File: src/rtl/core/sfi_pkg.sv
// Shared types, character codes and keyword helpers for the script form indexer.
// No dependencies; compiled first.
package sfi_pkg;

  // Parameter defaults
  localparam int NAME_MAX_DEF    = 127;
  localparam int OFFSET_BITS_DEF = 32;
  localparam int DEPTH_BITS_DEF  = 16;

  // Configuration port
  localparam int          CFG_AW           = 3;
  localparam logic [0:0]  REG_NEWLINE_MODE = 1'b0;

  // Characters of interest
  localparam logic [7:0] CH_HASH   = 8'h23;
  localparam logic [7:0] CH_BSLASH = 8'h5C;
  localparam logic [7:0] CH_LPAREN = 8'h28;
  localparam logic [7:0] CH_RPAREN = 8'h29;
  localparam logic [7:0] CH_LF     = 8'h0A;
  localparam logic [7:0] CH_CR     = 8'h0D;

  // Form type codes, and the "no keyword" code
  localparam logic [1:0] FT_CARD     = 2'd0;
  localparam logic [1:0] FT_HEADER   = 2'd1;
  localparam logic [1:0] FT_MACRODEF = 2'd2;
  localparam logic [1:0] KW_NONE     = 2'd3;

  // Record kinds
  localparam logic REC_FORM   = 1'b0;
  localparam logic REC_STATUS = 1'b1;

  // Keyword text, left justified, one byte per position
  localparam logic [63:0] KW_CARD_TXT     = {"card", 32'h0};
  localparam logic [63:0] KW_HEADER_TXT   = {"header", 16'h0};
  localparam logic [63:0] KW_MACRODEF_TXT = "macrodef";

  // Parser phase, one-hot
  typedef enum logic [4:0] {
    PH_SEEK  = 5'b00001,
    PH_TYPE  = 5'b00010,
    PH_NAME  = 5'b00100,
    PH_CLOSE = 5'b01000,
    PH_NEST  = 5'b10000
  } phase_t;

  // One result item
  typedef struct packed {
    logic        record_kind;
    logic [1:0]  form_type;
    logic [31:0] start_offset;
    logic [31:0] end_offset;
    logic [31:0] name_offset;
    logic [6:0]  name_length;
    logic        parse_ok;
    logic [31:0] error_line;
    logic        last_result;
  } result_t;

  function automatic logic is_space(input logic [7:0] c);
    return c inside {8'h20, [8'h09:8'h0D]};
  endfunction

  function automatic logic [7:0] to_lower(input logic [7:0] c);
    return (c inside {[8'h41:8'h5A]}) ? (c + 8'd32) : c;
  endfunction

  function automatic logic [3:0] kw_len(input logic [1:0] k);
    case (k)
      FT_CARD:     return 4'd4;
      FT_HEADER:   return 4'd6;
      FT_MACRODEF: return 4'd8;
      default:     return 4'd0;
    endcase
  endfunction

  // Keyword byte at a position below its length
  function automatic logic [7:0] kw_char(input logic [1:0] k, input logic [3:0] pos);
    logic [63:0] txt;
    case (k)
      FT_CARD:     txt = KW_CARD_TXT;
      FT_HEADER:   txt = KW_HEADER_TXT;
      FT_MACRODEF: txt = KW_MACRODEF_TXT;
      default:     txt = '0;
    endcase
    return txt[{~pos[2:0], 3'b000} +: 8];
  endfunction

  // Advance the candidate mask by one byte; position saturates at 15
  function automatic logic [6:0] kw_feed(input logic [2:0] mask, input logic [3:0] pos,
                                         input logic [7:0] c);
    logic [2:0] m;
    logic [7:0] lc;
    logic [1:0] kk;
    m  = mask;
    lc = to_lower(c);
    for (int k = 0; k < 3; k++) begin
      kk = 2'(k);
      if (m[k] && !(pos < kw_len(kk) && lc == kw_char(kk, pos))) begin
        m[k] = 1'b0;
      end
    end
    return {m, (pos != 4'd15) ? pos + 4'd1 : pos};
  endfunction

  // First keyword still matching with its full length seen
  function automatic logic [1:0] kw_result(input logic [2:0] mask, input logic [3:0] pos);
    logic [1:0] r;
    r = KW_NONE;
    for (int k = 2; k >= 0; k--) begin
      if (mask[k] && pos == kw_len(2'(k))) begin
        r = 2'(k);
      end
    end
    return r;
  endfunction

endpackage

File: src/rtl/core/sfi_in_if.sv
// Input channel of the script form indexer: one script byte per request.
// Depends on sfi_pkg (none of its items at present beyond the import style).
interface sfi_in_if;
  import sfi_pkg::*;

  logic       valid;
  logic       ready;
  logic [7:0] script_byte;
  logic       is_last;

  modport source (output valid, output script_byte, output is_last, input ready);
  modport sink   (input valid, input script_byte, input is_last, output ready);
endinterface

File: src/rtl/core/sfi_out_if.sv
// Result channel of the script form indexer: form records and status records.
// Depends on sfi_pkg for the field layout.
interface sfi_out_if;
  import sfi_pkg::*;

  logic        valid;
  logic        ready;
  logic        record_kind;
  logic [1:0]  form_type;
  logic [31:0] start_offset;
  logic [31:0] end_offset;
  logic [31:0] name_offset;
  logic [6:0]  name_length;
  logic        parse_ok;
  logic [31:0] error_line;
  logic        last_result;

  modport source (output valid, output record_kind, output form_type, output start_offset,
                  output end_offset, output name_offset, output name_length,
                  output parse_ok, output error_line, output last_result, input ready);
  modport sink   (input valid, input record_kind, input form_type, input start_offset,
                  input end_offset, input name_offset, input name_length,
                  input parse_ok, input error_line, input last_result, output ready);
endinterface

File: src/rtl/core/script_form_indexer.sv
// Script form indexer top level: byte scanner, parse state and result queue.
// Depends on sfi_pkg, sfi_in_if and sfi_out_if.
//
//   channel | direction | handshake          | payload
//   --------+-----------+--------------------+----------------------------------
//   in_ch   | in        | valid/ready        | script_byte, is_last
//   out_ch  | out       | valid/ready        | form or status record fields
//   APB     | in        | psel/penable/pwrite| newline_mode at address 0
//
// One byte per cycle while in_ch.ready is high: the whole byte update runs
// combinationally from the parse registers to the parse registers and the result queue.
// A byte yields zero, one or two results; results wait in a 4-entry queue,
// and in_ch.ready stays high while the queue has room for two.
// Results are registered in the queue before they reach out_ch.
// Synchronous active-low reset returns the parser to seeking a form and
// empties the queue; a stalled out_ch stops input once fewer than two
// queue entries are free.
module script_form_indexer #(
  parameter int NAME_MAX    = sfi_pkg::NAME_MAX_DEF,
  parameter int OFFSET_BITS = sfi_pkg::OFFSET_BITS_DEF,
  parameter int DEPTH_BITS  = sfi_pkg::DEPTH_BITS_DEF
) (
  input  logic                        clk,
  input  logic                        rst_n,
  sfi_in_if.sink                      in_ch,
  sfi_out_if.source                   out_ch,
  input  logic                        psel,
  input  logic                        penable,
  input  logic                        pwrite,
  input  logic [sfi_pkg::CFG_AW-1:0]  paddr,
  input  logic [31:0]                 pwdata,
  output logic [31:0]                 prdata,
  output logic                        pready
);
  import sfi_pkg::*;

  localparam int NLEN_W   = $clog2(NAME_MAX + 1);
  localparam int OQ_DEPTH = 4;
  localparam int OQ_AW    = $clog2(OQ_DEPTH);
  localparam int OQ_CW    = $clog2(OQ_DEPTH + 1);

  // State touched by one parsing pass
  typedef struct packed {
    phase_t                  phase;
    logic                    tok;
    logic [2:0]              kw_mask;
    logic [3:0]              kw_pos;
    logic [DEPTH_BITS-1:0]   depth;
    logic [OFFSET_BITS-1:0]  start;
    logic [1:0]              stype;
    logic [OFFSET_BITS-1:0]  name_off;
    logic [NLEN_W-1:0]       nlen;
    logic                    err;
    logic                    emit;
    logic                    again;
  } pass_t;

  // Parse registers
  phase_t                 phase_r, phase_nxt;
  logic                   comment_r, comment_nxt;
  logic                   esc_r, esc_nxt;
  logic                   tok_r, tok_nxt;
  logic [2:0]             kw_mask_r, kw_mask_nxt;
  logic [3:0]             kw_pos_r, kw_pos_nxt;
  logic [DEPTH_BITS-1:0]  depth_r, depth_nxt;
  logic [OFFSET_BITS-1:0] off_r, off_nxt;
  logic [31:0]            line_r, line_nxt;
  logic [OFFSET_BITS-1:0] start_r, start_nxt;
  logic [1:0]             stype_r, stype_nxt;
  logic [OFFSET_BITS-1:0] noff_r, noff_nxt;
  logic [NLEN_W-1:0]      nlen_r, nlen_nxt;
  logic                   err_r, err_nxt;
  logic                   nl_mode_r;

  // Result queue
  result_t                queue_r [OQ_DEPTH];
  logic [OQ_AW-1:0]       wr_ptr_r, rd_ptr_r;
  logic [OQ_CW-1:0]       count_r;

  logic                   in_fire, out_fire, cfg_wr;
  logic                   form_emit, stat_emit;
  result_t                form_rec, stat_rec, push_a, push_b;
  logic [1:0]             n_push;

  function automatic logic [31:0] off32(input logic [OFFSET_BITS-1:0] x);
    logic [OFFSET_BITS+31:0] w;
    w = {32'd0, x};
    return w[31:0];
  endfunction

  function automatic logic [6:0] len7(input logic [NLEN_W-1:0] x);
    logic [NLEN_W+6:0] w;
    w = {7'd0, x};
    return w[6:0];
  endfunction

  // One pass of the phase machine over the current byte
  function automatic pass_t do_pass(input pass_t s, input logic [7:0] c, input logic esc,
                                    input logic vis, input logic paren,
                                    input logic [OFFSET_BITS-1:0] off);
    pass_t      r;
    logic [1:0] kwr;
    r       = s;
    r.again = 1'b0;
    kwr     = kw_result(s.kw_mask, s.kw_pos);
    case (s.phase)
      PH_SEEK: begin
        if (vis) begin
          if (c == CH_LPAREN && !esc) begin
            r.start = off;
            r.phase = PH_TYPE;
            r.tok   = 1'b0;
          end else begin
            r.err = 1'b1;
          end
        end
      end
      PH_TYPE, PH_NAME, PH_NEST: begin
        if (!s.tok) begin
          // waiting for a token to start
          if (vis) begin
            if (paren) begin
              if (s.phase == PH_NEST) begin
                r.phase = PH_CLOSE;
                r.again = 1'b1;
              end else begin
                r.err = 1'b1;
              end
            end else begin
              r.tok = 1'b1;
              if (s.phase == PH_NAME) begin
                r.name_off = off;
                r.nlen     = NLEN_W'(1);
              end else begin
                {r.kw_mask, r.kw_pos} = kw_feed(3'b111, 4'd0, c);
              end
            end
          end
        end else if (!is_space(c) && !(c == CH_HASH && !esc) && !paren) begin
          // token continues
          if (s.phase == PH_NAME) begin
            if (s.nlen >= NLEN_W'(NAME_MAX)) begin
              r.err = 1'b1;
            end else begin
              r.nlen = s.nlen + NLEN_W'(1);
            end
          end else begin
            {r.kw_mask, r.kw_pos} = kw_feed(s.kw_mask, s.kw_pos, c);
          end
        end else begin
          // token ends; a paren is handled again by the next phase
          r.tok = 1'b0;
          if (s.phase == PH_TYPE) begin
            if (kwr == KW_NONE) begin
              r.err = 1'b1;
            end else begin
              r.stype = kwr;
              r.phase = PH_NAME;
              r.again = paren;
            end
          end else if (s.phase == PH_NAME) begin
            r.phase = PH_CLOSE;
            r.again = paren;
          end else begin
            if (kwr != KW_NONE) begin
              r.err = 1'b1;
            end else begin
              r.phase = PH_CLOSE;
              r.again = paren;
            end
          end
        end
      end
      default: begin
        // body: balance parens
        if (vis && !esc) begin
          if (c == CH_LPAREN) begin
            if (s.depth == '1) begin
              r.err = 1'b1;
            end else begin
              r.depth = s.depth + DEPTH_BITS'(1);
              r.phase = PH_NEST;
              r.tok   = 1'b0;
            end
          end else if (c == CH_RPAREN) begin
            if (s.depth == '0) begin
              r.emit  = 1'b1;
              r.phase = PH_SEEK;
            end else begin
              r.depth = s.depth - DEPTH_BITS'(1);
            end
          end
        end
      end
    endcase
    return r;
  endfunction

  assign in_fire  = in_ch.valid && in_ch.ready;
  assign out_fire = out_ch.valid && out_ch.ready;
  assign cfg_wr   = psel && penable && pwrite && pready;

  // Byte update
  always_comb begin
    logic [7:0] c;
    logic       esc, vis, paren, is_nl, err_end;
    pass_t      ps;
    c       = in_ch.script_byte;
    esc     = esc_r;
    vis     = 1'b0;
    paren   = 1'b0;
    is_nl   = 1'b0;
    err_end = 1'b0;

    phase_nxt   = phase_r;
    comment_nxt = comment_r;
    esc_nxt     = esc_r;
    tok_nxt     = tok_r;
    kw_mask_nxt = kw_mask_r;
    kw_pos_nxt  = kw_pos_r;
    depth_nxt   = depth_r;
    off_nxt     = off_r;
    line_nxt    = line_r;
    start_nxt   = start_r;
    stype_nxt   = stype_r;
    noff_nxt    = noff_r;
    nlen_nxt    = nlen_r;
    err_nxt     = err_r;
    form_emit   = 1'b0;

    ps       = '0;
    ps.phase = phase_r;

    if (!err_r) begin
      // comment, escape and line tracking
      esc_nxt = 1'b0;
      is_nl   = (c == CH_LF) || (nl_mode_r && c == CH_CR);
      if (is_nl) begin
        comment_nxt = 1'b0;
        if (line_r != '1) begin
          line_nxt = line_r + 32'd1;
        end
      end else if (c == CH_HASH && !esc) begin
        comment_nxt = 1'b1;
      end else if (c == CH_BSLASH && !esc) begin
        esc_nxt = 1'b1;
      end
      vis   = !is_space(c) && !comment_nxt;
      paren = !esc && (c == CH_LPAREN || c == CH_RPAREN);

      // phase machine, re-run when a paren is handed on
      ps.tok      = tok_r;
      ps.kw_mask  = kw_mask_r;
      ps.kw_pos   = kw_pos_r;
      ps.depth    = depth_r;
      ps.start    = start_r;
      ps.stype    = stype_r;
      ps.name_off = noff_r;
      ps.nlen     = nlen_r;
      ps.again    = 1'b1;
      for (int p = 0; p < 3; p++) begin
        if (ps.again && !ps.err) begin
          ps = do_pass(ps, c, esc, vis, paren, off_r);
        end
      end
      phase_nxt   = ps.phase;
      tok_nxt     = ps.tok;
      kw_mask_nxt = ps.kw_mask;
      kw_pos_nxt  = ps.kw_pos;
      depth_nxt   = ps.depth;
      start_nxt   = ps.start;
      stype_nxt   = ps.stype;
      noff_nxt    = ps.name_off;
      nlen_nxt    = ps.nlen;
      err_nxt     = ps.err;
      form_emit   = ps.emit;
      off_nxt     = off_r + OFFSET_BITS'(1);
    end

    stat_emit = in_ch.is_last;
    err_end   = err_nxt || (phase_nxt != PH_SEEK);

    form_rec              = '0;
    form_rec.record_kind  = REC_FORM;
    form_rec.form_type    = stype_nxt;
    form_rec.start_offset = off32(start_nxt);
    form_rec.end_offset   = off32(off_r);
    form_rec.name_offset  = off32(noff_nxt);
    form_rec.name_length  = len7(nlen_nxt);
    form_rec.last_result  = !stat_emit;

    stat_rec             = '0;
    stat_rec.record_kind = REC_STATUS;
    stat_rec.parse_ok    = !err_end;
    stat_rec.error_line  = line_nxt;
    stat_rec.last_result = 1'b1;

    // end of file: back to reset values
    if (stat_emit) begin
      phase_nxt   = PH_SEEK;
      comment_nxt = 1'b0;
      esc_nxt     = 1'b0;
      tok_nxt     = 1'b0;
      kw_mask_nxt = '0;
      kw_pos_nxt  = '0;
      depth_nxt   = '0;
      off_nxt     = '0;
      line_nxt    = 32'd1;
      start_nxt   = '0;
      stype_nxt   = '0;
      noff_nxt    = '0;
      nlen_nxt    = '0;
      err_nxt     = 1'b0;
    end

    push_a = form_emit ? form_rec : stat_rec;
    push_b = stat_rec;
    n_push = in_fire ? ({1'b0, form_emit} + {1'b0, stat_emit}) : 2'd0;
  end

  // Parse state registers
  always_ff @(posedge clk) begin
    if (!rst_n) begin
      phase_r   <= PH_SEEK;
      comment_r <= 1'b0;
      esc_r     <= 1'b0;
      tok_r     <= 1'b0;
      kw_mask_r <= '0;
      kw_pos_r  <= '0;
      depth_r   <= '0;
      off_r     <= '0;
      line_r    <= 32'd1;
      start_r   <= '0;
      stype_r   <= '0;
      noff_r    <= '0;
      nlen_r    <= '0;
      err_r     <= 1'b0;
    end else if (in_fire) begin
      phase_r   <= phase_nxt;
      comment_r <= comment_nxt;
      esc_r     <= esc_nxt;
      tok_r     <= tok_nxt;
      kw_mask_r <= kw_mask_nxt;
      kw_pos_r  <= kw_pos_nxt;
      depth_r   <= depth_nxt;
      off_r     <= off_nxt;
      line_r    <= line_nxt;
      start_r   <= start_nxt;
      stype_r   <= stype_nxt;
      noff_r    <= noff_nxt;
      nlen_r    <= nlen_nxt;
      err_r     <= err_nxt;
    end
  end

  // Configuration register
  always_ff @(posedge clk) begin
    if (!rst_n) begin
      nl_mode_r <= 1'b0;
    end else if (cfg_wr && paddr[CFG_AW-1:2] == REG_NEWLINE_MODE) begin
      nl_mode_r <= pwdata[0];
    end
  end

  assign pready = 1'b1;
  assign prdata = (paddr[CFG_AW-1:2] == REG_NEWLINE_MODE) ? {31'd0, nl_mode_r} : 32'd0;

  // Result queue storage
  always_ff @(posedge clk) begin
    if (n_push != 2'd0) begin
      queue_r[wr_ptr_r] <= push_a;
    end
    if (n_push == 2'd2) begin
      queue_r[wr_ptr_r + OQ_AW'(1)] <= push_b;
    end
  end

  // Result queue pointers
  always_ff @(posedge clk) begin
    if (!rst_n) begin
      wr_ptr_r <= '0;
      rd_ptr_r <= '0;
      count_r  <= '0;
    end else begin
      wr_ptr_r <= wr_ptr_r + OQ_AW'(n_push);
      if (out_fire) begin
        rd_ptr_r <= rd_ptr_r + OQ_AW'(1);
      end
      count_r <= count_r + OQ_CW'(n_push) - OQ_CW'(out_fire);
    end
  end

  assign in_ch.ready         = (count_r <= OQ_CW'(OQ_DEPTH - 2));
  assign out_ch.valid        = (count_r != '0);
  assign out_ch.record_kind  = queue_r[rd_ptr_r].record_kind;
  assign out_ch.form_type    = queue_r[rd_ptr_r].form_type;
  assign out_ch.start_offset = queue_r[rd_ptr_r].start_offset;
  assign out_ch.end_offset   = queue_r[rd_ptr_r].end_offset;
  assign out_ch.name_offset  = queue_r[rd_ptr_r].name_offset;
  assign out_ch.name_length  = queue_r[rd_ptr_r].name_length;
  assign out_ch.parse_ok     = queue_r[rd_ptr_r].parse_ok;
  assign out_ch.error_line   = queue_r[rd_ptr_r].error_line;
  assign out_ch.last_result  = queue_r[rd_ptr_r].last_result;

endmodule

File: src/flat_wrapper.sv
// flat-port wrapper written by rule: the top's interface ports become plain ports
module script_form_indexer_flat import sfi_pkg::*;
#(
  parameter int NAME_MAX    = sfi_pkg::NAME_MAX_DEF,
  parameter int OFFSET_BITS = sfi_pkg::OFFSET_BITS_DEF,
  parameter int DEPTH_BITS  = sfi_pkg::DEPTH_BITS_DEF
)
  (clk, rst_n, psel, penable, pwrite, paddr, pwdata, prdata, pready, in_ch_valid, in_ch_script_byte, in_ch_is_last, in_ch_ready, out_ch_valid, out_ch_record_kind, out_ch_form_type, out_ch_start_offset, out_ch_end_offset, out_ch_name_offset, out_ch_name_length, out_ch_parse_ok, out_ch_error_line, out_ch_last_result, out_ch_ready);
  sfi_in_if in_ch_i ();
  sfi_out_if out_ch_i ();
  input  logic clk;
  input  logic rst_n;
  input  logic psel;
  input  logic penable;
  input  logic pwrite;
  input  logic [sfi_pkg::CFG_AW-1:0] paddr;
  input  logic [31:0] pwdata;
  output logic [31:0] prdata;
  output logic pready;
  input wire logic [$bits(in_ch_i.valid)-1:0] in_ch_valid;
  input wire logic [$bits(in_ch_i.script_byte)-1:0] in_ch_script_byte;
  input wire logic [$bits(in_ch_i.is_last)-1:0] in_ch_is_last;
  output wire logic [$bits(in_ch_i.ready)-1:0] in_ch_ready;
  output wire logic [$bits(out_ch_i.valid)-1:0] out_ch_valid;
  output wire logic [$bits(out_ch_i.record_kind)-1:0] out_ch_record_kind;
  output wire logic [$bits(out_ch_i.form_type)-1:0] out_ch_form_type;
  output wire logic [$bits(out_ch_i.start_offset)-1:0] out_ch_start_offset;
  output wire logic [$bits(out_ch_i.end_offset)-1:0] out_ch_end_offset;
  output wire logic [$bits(out_ch_i.name_offset)-1:0] out_ch_name_offset;
  output wire logic [$bits(out_ch_i.name_length)-1:0] out_ch_name_length;
  output wire logic [$bits(out_ch_i.parse_ok)-1:0] out_ch_parse_ok;
  output wire logic [$bits(out_ch_i.error_line)-1:0] out_ch_error_line;
  output wire logic [$bits(out_ch_i.last_result)-1:0] out_ch_last_result;
  input wire logic [$bits(out_ch_i.ready)-1:0] out_ch_ready;
  assign in_ch_i.valid = in_ch_valid;
  assign in_ch_i.script_byte = in_ch_script_byte;
  assign in_ch_i.is_last = in_ch_is_last;
  assign in_ch_ready = in_ch_i.ready;
  assign out_ch_valid = out_ch_i.valid;
  assign out_ch_record_kind = out_ch_i.record_kind;
  assign out_ch_form_type = out_ch_i.form_type;
  assign out_ch_start_offset = out_ch_i.start_offset;
  assign out_ch_end_offset = out_ch_i.end_offset;
  assign out_ch_name_offset = out_ch_i.name_offset;
  assign out_ch_name_length = out_ch_i.name_length;
  assign out_ch_parse_ok = out_ch_i.parse_ok;
  assign out_ch_error_line = out_ch_i.error_line;
  assign out_ch_last_result = out_ch_i.last_result;
  assign out_ch_i.ready = out_ch_ready;
  script_form_indexer #(.NAME_MAX(NAME_MAX), .OFFSET_BITS(OFFSET_BITS), .DEPTH_BITS(DEPTH_BITS)) u_core (.clk(clk), .rst_n(rst_n), .in_ch(in_ch_i), .out_ch(out_ch_i), .psel(psel), .penable(penable), .pwrite(pwrite), .paddr(paddr), .pwdata(pwdata), .prdata(prdata), .pready(pready));
endmodule
File: config.mk
export PLATFORM = sky130hd
export DESIGN_NAME = script_form_indexer_flat
export DESIGN_NICKNAME = d
export VERILOG_FILES = /design/src/rtl/core/sfi_pkg.sv /design/src/rtl/core/sfi_in_if.sv /design/src/rtl/core/sfi_out_if.sv /design/src/rtl/core/script_form_indexer.sv /design/src/flat_wrapper.sv
export SDC_FILE = /design/constraint.sdc
export NUM_CORES = 2
export LEC_CHECK = 0
export BUFFER_PORTS_ARGS = -buffer_cell sky130_fd_sc_hd__buf_2
export CAP_MARGIN = 30
export CORE_UTILIZATION = 34
export CTS_CLUSTER_SIZE = 8
export DETAILED_ROUTE_END_ITERATION = 8
export GPL_TIMING_DRIVEN = 0
export PLACE_DENSITY = 0.5
export RECOVER_POWER = 100
export SYNTH_ARGS = -nofsm -noshare
export SYNTH_HDL_FRONTEND = slang
export SYNTH_SLANG_ARGS = --single-unit
File: constraint.sdc
create_clock -name clk -period 8.1 [get_ports clk]
set_clock_uncertainty 0.15 [all_clocks]
set_input_delay 2.025 -clock clk [delete_from_list [all_inputs] [get_ports clk]]
set_output_delay 2.025 -clock clk [all_outputs]
set_load 0.1 [all_outputs]
==> summary.md <==
| Metric | Value |
|---|---|
| Initial antenna violation count | 4 |
| Status | finished, violations left |
| Worst Max-Slew Pin Slew | 1.86 ns |
| Max FO, Critical Path | 18 |
| Rows | around 120 |
| Syn Inst Count | around 3,400 |
| Commonest cells after routing, fill and taps aside | dfxtp_1, clkbuf_1, nand2_1 |
| Number of I/O port buffers | 158 |
| DR iter-0 viols | between 2,000 and 3,000 |
| Hold/Removal Path Class | flip-flop to flip-flop |
| Routed Antenna Nets | 0 |
| First-pass GRT wire length | roughly 190 mm |
| Fin area | 0.0410 sq mm |
| Placed Area | ~0.038 sq mm |
| Routed len/inst | ~25 um |
| Critical Path Start | in_ch_script_byte[0] |
| CP required | a little over 8 ns |
| Hold Crit Start | u_core.queue_r[1][48] |
| Post-DP HPWL | 90.8 mm |
| Cell taking the most area after synthesis | dfxtp_1 |
| Top-area cell type share of the netlist area | 0.345 |
| Worst Path Arrival | roughly 8.0 ns |
| Total CTS buffers | approximately 100 |
| Layout cells sized above 1 | 0.128 |
| Endpoints failing setup | 0 |
| Primary FF master, synth | dfxtp_1 |
| Max Cap Violations | 1 |
| Yosys reg bits | around 740 |
| Gpl congestion | between 0.8 and 0.9 |
| Final Critical Period | 7.74 ns |
| Final hold violations | 0 |
| Die ar. | between 0.1 and 0.15 sq mm |
| Total power | just under 10 mW |
| Worst skew pair latency | around 0.7 ns |
| ANT cells | 0 |
| Multi-input gate area | between 0.015 and 0.02 sq mm |
| Io pins | roughly 230 |
| Largest net degree at the start of global routing | 25 |
| Area Overhead vs Synth | 16.5% |
| Clock Pin Slew Worst Setup and Hold Paths | 0.05 ns |
| Post-synth cell types | 96 |
| Core Util, Final | 0.401 |
| Max Root-Sink Buffers | 3 |
| Crit. End Element | flip-flop |
| Gr usage total | 0.237 |
| Fmax | around 130 MHz |
| Register area share after synthesis | 0.458 |
| YS warnings | 0 |
| Slew Limit Fails | 11 |
| Placement Setup Slack | -2.77 ns |
| Via Count | roughly 30,000 |
| Nets | around 3,800 |
| Final setup slack of the worst path | between 0.3 and 0.4 ns |
| VDD IR max | 0.221 mV |
| Mean Syn Cell Area | just over 10 sq um |
| CTS tree | built |
| Core Area | just over 0.1 sq mm |
| Synthesized cell area | 0.0352 sq mm |
| Commonest non-fill, non-tap cell in the layout | dfxtp_1 |
| EDFF count, synth | roughly 130 |
| Final WL | 127 mm |
| Slew HR | -0.257 |
| Die Height | about 320 um |
| Power density over the cells | roughly 240 mW/mm^2 |
| DR DRC count | 0 |
| Clock Sinks | about 740 |
| H-tree level count | 3 |
| Sequential cell area | between 0.015 and 0.02 sq mm |
| Vias in the first global route | 28,300 |
| Grt ovf | 0 |
| Fillers | a little over 10,000 |
| Vias/cell | between 5 and 6 |
| Die W | between 300 and 400 um |
| Reg2reg start | u_core.phase_r[0] |
| Synth area leaders | dfxtp_1, edfxtp_1, mux4_2 |
| Fin crit share | 0.956 |
| Initial core utilization | 0.344 |
| Leak | approximately 13 nW |
| Root buf cell | clkbuf_16 |
| Ys async rst share | 0 |
| Unrepaired setup endpoints after global routing | no |
| Violated checks | max-capacitance violations, max-slew violations |
| Critical path startpoint category | primary input |
| CP Class | primary input to flip-flop |
| Drt first pass iters | 6 |
## power by group
group / internal, mW / switching, mW
clock network: 2.31 / 1.63
logic: 0.453 / 1.43
registers: 3.80 / 0.0218
total: 6.57 / 3.08
## cell usage after synthesis (all sizes together) (13+ instances only)
cell type	n
o211ai	23
a31oi	20
inv	39
nor4	30
a22oi	99
mux4	140
nor2	250
o21ai	103
and3	36
xnor2	34
and4	13
a32o	210
nand3	53
nand4	40
dfxtp	607
and2	52
clkbuf	239
ha	23
mux2i	70
nor3	56
o31ai	220
edfxtp	132
buf	113
or3	24
a211oi	15
nor2b	130
a21oi	58
nand2	384
xor2	46
## flip-flops by register name, summed over array words and instances (netlist names), 3 cells and up, named ones only
signal and count:
u_core.count_r 3, u_core.depth_r 16, u_core.kw_mask_r 3, u_core.kw_pos_r 4, u_core.line_r 32, u_core.nlen_r 7, u_core.noff_r 32, u_core.off_r 32
u_core.phase_r 5, u_core.queue_r 560, u_core.start_r 32
## stage by stage
| stage | instances | hold WS, ns | TNS (ns) |
|---|---|---|---|
| floorplan | 3461 | 0.270 | 0 |
| global placement | 4987 | 0.278 | -1997.69 |
| detailed placement | 5013 | 0.285 | -1389.86 |
| CTS | 5153 | 0.297 | 0 |
| global route | 5158 | 0.317 | 0 |
| finish | 5158 | 0.294 | 0 |
## critical path, cell delays in order
cell	delay, ns
clkbuf_1	0.21
or4b_2	0.71
a21oi_1	0.41
a2111o_1	0.17
buf_2	0.24
nor2_2	0.16
a21oi_1	0.24
o31ai_1	0.15
a311o_2	0.48
nor4_4	0.42
or2_2	0.23
a21oi_4	0.08
buf_6	0.21
nor2_1	0.12
ha_2	0.28
nand2_1	0.22
nor3_1	0.38
nor2_2	0.18
clkbuf_2	0.31
inv_2	0.48
buf_16	0.23
## layout make-up
type                       instances  share of cell area
buffer                           351              0.0425
clock inverter                     5             0.00150
inverter                          40             0.00403
multi-input combinational       2330               0.425
tap                             1368              0.0418
clock buffer                     130              0.0667
sequential                       739               0.393
timing repair buffer             195              0.0248
## routing by layer
layer	routed length, um	track usage	vias up	part of all wire
met5	24	0	-	0.00019
met4	3260	0.0697	4	0.026
met3	7710	0.0328	188	0.061
met2	56800	0.369	1054	0.45
met1	58800	0.341	14900	0.46
li1	-	-	13500	-
## repair_timing
item,CTS,global route
resized for setup,35,31
hold buffers,0,0
endpoints found under the setup margin,695,430
pin swaps,3,2
setup buffers,6,1
## cells by family after synthesis
kind of cell    after synthesis  synth area share
compound gates              846             0.188
xor+xnor                     80            0.0199
fa+ha+maj                    24           0.00875
buf+inv                     392            0.0532
flops                       739             0.458
mux                         221             0.113
other cells                   2          0.000214
simple gates               1127             0.159
## worst paths after layout
path                           end  depth (start not counted)  slack [ns]
max reg2reg   u_core.queue_r[3][9]                         24        1.03
min          u_core.queue_r[1][48]                          2        0.29
min reg2reg  u_core.queue_r[1][48]                          2        0.29
max          u_core.queue_r[0][22]                         21        0.36
Power figures use the tool's default switching activity.
